<file path="src/efp_pkg.sv">
`timescale 1ns / 1ps
// Shared types, constants and helpers for the escape-time fractal pixel block.
// Used by the controller, datapath, top level and checker.
package efp_pkg;

   localparam int MAX_DIM    = 4096;
   localparam int FRAC_BITS  = 28;
   localparam int ITER_WIDTH = 16;

   localparam int DIM_W    = $clog2(MAX_DIM);      // column / row width
   localparam int HEIGHT_W = DIM_W + 1;            // image height width
   localparam int WORD_W   = 32;                   // Q4.28 coordinate
   localparam int STEP_W   = 31;                   // unsigned pixel step
   localparam int PROD_W   = 2 * WORD_W;           // full-precision square
   localparam int POS_W    = DIM_W + STEP_W;       // position times step
   localparam int SUM_W    = POS_W + 2;            // room for sums before saturation
   localparam int COUNT_W  = 8;                    // reported count width
   localparam int CSR_IDX_W = 3;

   localparam int REQ_DATA_W = ((2 * DIM_W + 7) / 8) * 8;
   localparam int RSP_DATA_W = ((2 * DIM_W + COUNT_W + 7) / 8) * 8;

   // |z|^2 bound of 4.0 in the product format
   localparam int ESC_EXP = 2 * FRAC_BITS + 2;
   localparam logic [PROD_W-1:0] ESCAPE_BOUND =
      (ESC_EXP >= PROD_W) ? {PROD_W{1'b1}} : (PROD_W'(1) << ESC_EXP);

   localparam logic [STEP_W-1:0]     STEP_RESET   = STEP_W'(268435);
   localparam logic [ITER_WIDTH-1:0] LIMIT_RESET  = ITER_WIDTH'(255);
   localparam logic [HEIGHT_W-1:0]   HEIGHT_RESET = HEIGHT_W'(MAX_DIM);

   typedef enum logic [CSR_IDX_W-1:0] {
      CSR_MODE     = 3'd0,
      CSR_ORIGIN_RE = 3'd1,
      CSR_ORIGIN_IM = 3'd2,
      CSR_STEP     = 3'd3,
      CSR_LIMIT    = 3'd4,
      CSR_CONST_RE = 3'd5,
      CSR_CONST_IM = 3'd6,
      CSR_HEIGHT   = 3'd7
   } csr_index_type;

   // controller to datapath
   typedef struct packed {
      logic load_pos;   // capture the request
      logic scale;      // form position times step
      logic init;       // seed z and c
      logic mul;        // square z
      logic step;       // update z, advance count
      logic emit;       // load the result register
   } efp_cmd_type;

   // datapath to controller
   typedef struct packed {
      logic done;       // escaped or limit reached
   } efp_status_type;

   // clamp to the signed word range
   function automatic logic signed [WORD_W-1:0] sat_word(input logic signed [SUM_W-1:0] v);
      logic all_one;
      logic all_zero;
      all_one  = &v[SUM_W-1:WORD_W-1];
      all_zero = ~|v[SUM_W-1:WORD_W-1];
      if (all_one || all_zero)
         return v[WORD_W-1:0];
      else if (v[SUM_W-1])
         return {1'b1, {(WORD_W-1){1'b0}}};
      else
         return {1'b0, {(WORD_W-1){1'b1}}};
   endfunction

endpackage

</file>
<file path="src/efp_ctrl.sv">
`timescale 1ns / 1ps
// Controller for the escape-time fractal pixel block: sequences setup, the
// iteration loop and result delivery. Depends on efp_pkg.
module efp_ctrl (
   input  logic                   clock,
   input  logic                   reset,
   input  logic                   req_tvalid,
   output logic                   req_tready,
   output logic                   rsp_tvalid,
   input  logic                   rsp_tready,
   input  efp_pkg::efp_status_type status,
   output efp_pkg::efp_cmd_type    cmd
);

   typedef enum logic [2:0] {
      ST_IDLE,
      ST_SCALE,
      ST_INIT,
      ST_MUL,
      ST_CHECK,
      ST_EMIT
   } state_type;

   state_type state_ff;
   logic      rsp_valid_ff;
   logic      out_free;

   assign out_free   = !rsp_valid_ff || rsp_tready;
   assign req_tready = (state_ff == ST_IDLE);
   assign rsp_tvalid = rsp_valid_ff;

   always_comb begin
      cmd          = '0;
      cmd.load_pos = (state_ff == ST_IDLE) && req_tvalid;
      cmd.scale    = (state_ff == ST_SCALE);
      cmd.init     = (state_ff == ST_INIT);
      cmd.mul      = (state_ff == ST_MUL);
      cmd.step     = (state_ff == ST_CHECK) && !status.done;
      cmd.emit     = (state_ff == ST_EMIT) && out_free;
   end

   always_ff @(posedge clock) begin
      if (reset) begin
         state_ff     <= ST_IDLE;
         rsp_valid_ff <= 1'b0;
      end else begin
         if (rsp_valid_ff && rsp_tready)
            rsp_valid_ff <= 1'b0;
         unique case (state_ff)
            ST_IDLE: begin
               if (req_tvalid)
                  state_ff <= ST_SCALE;
            end
            ST_SCALE: state_ff <= ST_INIT;
            ST_INIT:  state_ff <= ST_MUL;
            ST_MUL:   state_ff <= ST_CHECK;
            ST_CHECK: begin
               state_ff <= status.done ? ST_EMIT : ST_MUL;
            end
            ST_EMIT: begin
               // hold until the result register is free
               if (out_free) begin
                  rsp_valid_ff <= 1'b1;
                  state_ff     <= ST_IDLE;
               end
            end
            default: state_ff <= ST_IDLE;
         endcase
      end
   end

endmodule

</file>
<file path="config.mk">
export PLATFORM = sky130hd
export DESIGN_NAME = efp_ctrl
export DESIGN_NICKNAME = d
export VERILOG_FILES = /design/src/efp_pkg.sv /design/src/efp_ctrl.sv
export SDC_FILE = /design/constraint.sdc
export NUM_CORES = 1
export LEC_CHECK = 0
export BUFFER_PORTS_ARGS = -buffer_cell sky130_fd_sc_hd__buf_2
export CAP_MARGIN = 20
export CORE_AREA = 2 2 39 41
export CTS_CLUSTER_DIAMETER = 150
export CTS_CLUSTER_SIZE = 30
export DETAILED_ROUTE_END_ITERATION = 12
export DIE_AREA = 0 0 41 43
export PLACE_DENSITY = 0.4
export SLEW_MARGIN = 20
export SYNTH_ARGS = -nofsm -noshare
export SYNTH_HDL_FRONTEND = slang
export SYNTH_SLANG_ARGS = --single-unit
</file>
<file path="constraint.sdc">
create_clock -name clock -period 1.14 [get_ports clock]
set_input_delay 0 -clock clock [delete_from_list [all_inputs] [get_ports clock]]
set_output_delay 0 -clock clock [all_outputs]
set_load 0.005 [all_outputs]
</file>
* Word-level counts from Yosys, hierarchy flattened
Index checks and enable logic that the tools add are counted.
** Storage, ports and cells
- Register bits :: 4
- Bits of input ports :: 5
- Word-level logic and storage cells :: 25
** Operators by class
- Equal/unequal tests :: 7
- Multiplexer cells :: 7
- Reductions and logical operators :: 9
** Operators with widths (count)
- case mux 3 bit (6 select lines) :: 1
- two-way mux 3 bit :: 3
- == test 3 x 2 -> 1 bit, second input constant :: 2
- == test 3 bit, second input constant :: 2
- logical AND 1 bit :: 4
- inequality test 2 bit, second input constant :: 2
- == test 3 x 1 -> 1 bit, second input constant :: 1
- zero test 3 bit :: 1
- two-way mux 1 bit :: 3
- zero test 1 bit :: 2
- AND reduction 2 bit :: 1
- logical OR 1 bit :: 1

* Logic depth before layout (Yosys ltp)
- Depth in word-level cells :: 4
- Mapped depth :: 4
- Gate-level depth less buffers :: 3

* Least setup slack after synthesis
No wires, ideal clock.
- Path type :: register -> register
- From :: reg state_ff[1]
- To :: reg state_ff[0]
- Data arrival time :: 0.952 ns
- Data required time :: 1.054 ns
- Setup slack :: 0.102 ns
- Stages on the path, launching flop included :: 5
- Path buffers :: 1
- Clock period less this slack :: 1.038 ns
- Cell sequence :: dfxtp_1 buf_4 nor2_1 or3_1 a221oi_2
** Between the ends
- Cells in the longest elaborated chain, start to end :: 3
- Elaborated cells on any way between the ends :: 10
- Those cells by class :: eq/ne: 7; mux: 1; reduce/logical: 2
** RTL lines
- start, declared :: line efp_ctrl.sv:24 : state_type state_ff;
- start signal, assigned :: line efp_ctrl.sv:58 : state_ff <= status.done ? ST_EMIT : ST_MUL;
- == test 3 bit / zero test 3 bit (equally long branches) :: line efp_ctrl.sv:49 : unique case (state_ff)
- inequality test 2 bit (no source line)
- AND reduction 2 bit (no source line)
Several ways; a longest one is shown, not always the timed one.
A chain may end at the register's enable or synchronous reset.

==> key figures <==
Outcome
  • Status: finished, final reports clean

Logic synthesis
  • Cells after Synth: 30
  • Number of unique standard cell types used by synthesis: 21
  • Mean post-synth cell area: 8.55 µm²
  • Dominant register cell in the synthesized netlist: sky130_fd_sc_hd__dfxtp_1
  • Portion of the post-synthesis area used by sequential elements: 0.312
  • Synth async-reset ratio: 0
  • Post-synthesis register bit count: 4
  • Synthesized net count: 35
  • Post-synthesis cell area: 256 µm²
  • Count of flip-flops with a built-in enable after synthesis: 0
  • Synthesis Warnings: 0

GRT
  • Met2 GRT Util: 0.103
  • Number of antenna violations at the first check in global routing: 0
  • Global routing met1 resource utilization: 0.102
  • Wire length of the first global-routing pass: 931 µm
  • Via count of the first global-routing pass: 225
  • Overall overflow remaining after global route: 0
  • Gr usage total: 0.0802
  • Largest net degree at the start of global routing: 9
  • M3 GR Usage: 0.0314
  • Busiest grt layer: met2

Die
  • Initial standard-cell utilization of the core: 0.185
  • Cell row count: 14
  • Die area: 1760 µm²
  • Die boundary width: 41 µm
  • Floorplan die height: 43 µm
  • Core area: 1380 µm²
  • Count of pins on the block boundary: 13

Min path
  • Launch point of the worst hold path: status
  • Type of the most critical hold path: primary input to flop
  • Hold path depth: 3

Pwr
  • Total leakage power: 0.180 nW
  • Maximum vdd ir drop: 0.000443 V
  • Total power consumption of the routed design: 512 µW
  • Power per standard cell area: 1290 nW/µm²

Place
  • Cell Area, Placed: 337 µm²
  • Detail Placement HPWL: 442 µm
  • Routability-driven placement congestion ratio: 0.674
  • Post-place setup slack: 72.1 ps
  • Placed cell count: 58
  • PortBufs: 12

STA
  • Unrepaired setup endpoints after global routing: true
  • Final setup violation count: 0
  • Max-slew violation count: 0
  • Slew headroom: 0.890
  • Setup total negative slack: 0 ps
  • Max Clock Skew: 4.27 ps
  • Final worst path period need: 1090 ps
  • Final critical-path setup slack: 52.2 ps
  • Final clock period utilization by the worst path: 0.954
  • Hold_ws: 78.5 ps
  • Achievable frequency: 0.919 GHz
  • Final hold viol count: 0
  • Transition time at the pin with the least slew margin: 164 ps

Setup path
  • Critical register-to-register path startpoint: state_ff[2]$_SDFFE_PP0P_
  • Data arrival, critical path: 1090 ps
  • Startpoint Class: flop
  • Worst setup EP type: output port
  • Required time reported for the critical path endpoint: 1140 ps
  • Reg2reg path depth: 2
  • Class of the most critical setup path: flop to output port
  • Worst setup startpoint: state_ff[1]$_SDFFE_PP0P_
  • Crit Path Max Fanout: 6

CTS
  • Root buffer cell: sky130_fd_sc_hd__clkbuf_4
  • Number of clock sinks: 4
  • Clock insertion delay at the later pin of the skew report: 230 ps
  • CTS tree: yes
  • Maximum level of the CTS H-tree: 1
  • Number of clock buffers inserted by TritonCTS: 3
  • CTS clock-pin slew for the worst setup and hold paths: 40 ps
  • Maximum count of clock buffers along a single path: 2

Finish
  • Proportion of layout cells with a drive suffix above 1: 0.543
  • Antenna fix cells: 0
  • Core Util, Final: 0.286
  • # fillers: 158
  • Commonest non-fill, non-tap cells in the layout: sky130_fd_sc_hd__buf_2 (12), sky130_fd_sc_hd__nor2_1 (3), sky130_fd_sc_hd__clkbuf_4 (3), sky130_fd_sc_hd__dfxtp_4 (3)
  • Syn-to-layout area delta: 54.1%
  • Most common cell after layout, fill and taps aside: sky130_fd_sc_hd__buf_2
  • Non-filler instance count after layout: 62
  • Net count reported at finish: 53
  • Cell area after layout: 395 µm²

Drt
  • Number of remaining DRC errors: 0
  • Drt pass-1 iters: 3
  • Number of routed nets with antenna violations: 0
  • Number of design-rule violations left by the first detailed-router iteration: 4
  • Sum of routed wire length over all layers: 589 µm
  • Routed vias/inst: 4.21
  • Routed via count: 261
  • Mean routed wirelength per cell: 9.50 µm

Job
  • Total of max-cap violations: 0
-- power breakdown --
part / switching, mW / internal, mW
Combinational: 0.0572 / 0.0993
Sequential: 0.0250 / 0.156
Clock: 0.0561 / 0.118
Total: 0.138 / 0.373
-- registers in the layout, summed over array words and instances (netlist names) --
name,flops
state_ff,3
rsp_tvalid,1
-- final timing paths --
path              slack, ps                       end
setup / recovery         50                    cmd[0]
hold / removal           80  state_ff[2]$_SDFFE_PP0P_
setup reg to reg         90  state_ff[0]$_SDFFE_PP0P_
hold reg to reg         540  state_ff[2]$_SDFFE_PP0P_
-- routing by layer --
metal	vias to the layer above	wire [µm]	part of all wire
li1	138	-	-
met1	112	313	0.53
met2	11	213	0.36
met3	0	62	0.11
met4	0	0	0
met5	-	0	0
-- worst max-delay path: stages, from the launching register on --
cell and delay, ps:
sky130_fd_sc_hd__dfxtp_4 370, sky130_fd_sc_hd__and2b_2 240, sky130_fd_sc_hd__nand2_1 90, sky130_fd_sc_hd__nor2_1 40, sky130_fd_sc_hd__buf_2 120
-- synth_stat cells, types with 2 or more instances --
cell                      count  area [µm²]
sky130_fd_sc_hd__dfxtp_1      4        80.1
sky130_fd_sc_hd__nor2_1       3        11.3
sky130_fd_sc_hd__buf_4        2        15.0
sky130_fd_sc_hd__nand2_1      2        7.51
sky130_fd_sc_hd__nor3_1       2        10.0
sky130_fd_sc_hd__nor3b_1      2        15.0
-- logic make-up (layout without fill, tap and decap cells) --
| logic type | count (synthesis) | count (layout) | share of synthesized area |
|---|---|---|---|
| AO/OA/AOI/OAI | 4 | 4 | 0.146 |
| flip-flops | 4 | 4 | 0.312 |
| buffers and inverters | 3 | 19 | 0.0731 |
| AND/OR/NAND/NOR | 18 | 18 | 0.434 |
| XOR/XNOR | 1 | 1 | 0.0342 |
-- layout make-up --
cell class,instances,area (µm²),area share
flip-flops and latches,4,91.3,0.231
inverters,1,3.75,0.00949
multi-input cells,23,169,0.427
well taps,16,20.0,0.0506
clock buffers,3,22.5,0.0570
repair buffers,15,88.8,0.225
-- repair_timing --
| item | in CTS | in global routing |
|---|---|---|
| endpoints found under the hold margin | 4 | 0 |
| resized for setup | 4 | 5 |
| hold buffers | 1 | 0 |
| pin swaps | 0 | 2 |
| endpoints found under the setup margin | 4 | 3 |
| setup buffers | 0 | 0 |
| cloned | 0 | 0 |
(Power assumes the default switching activity.)
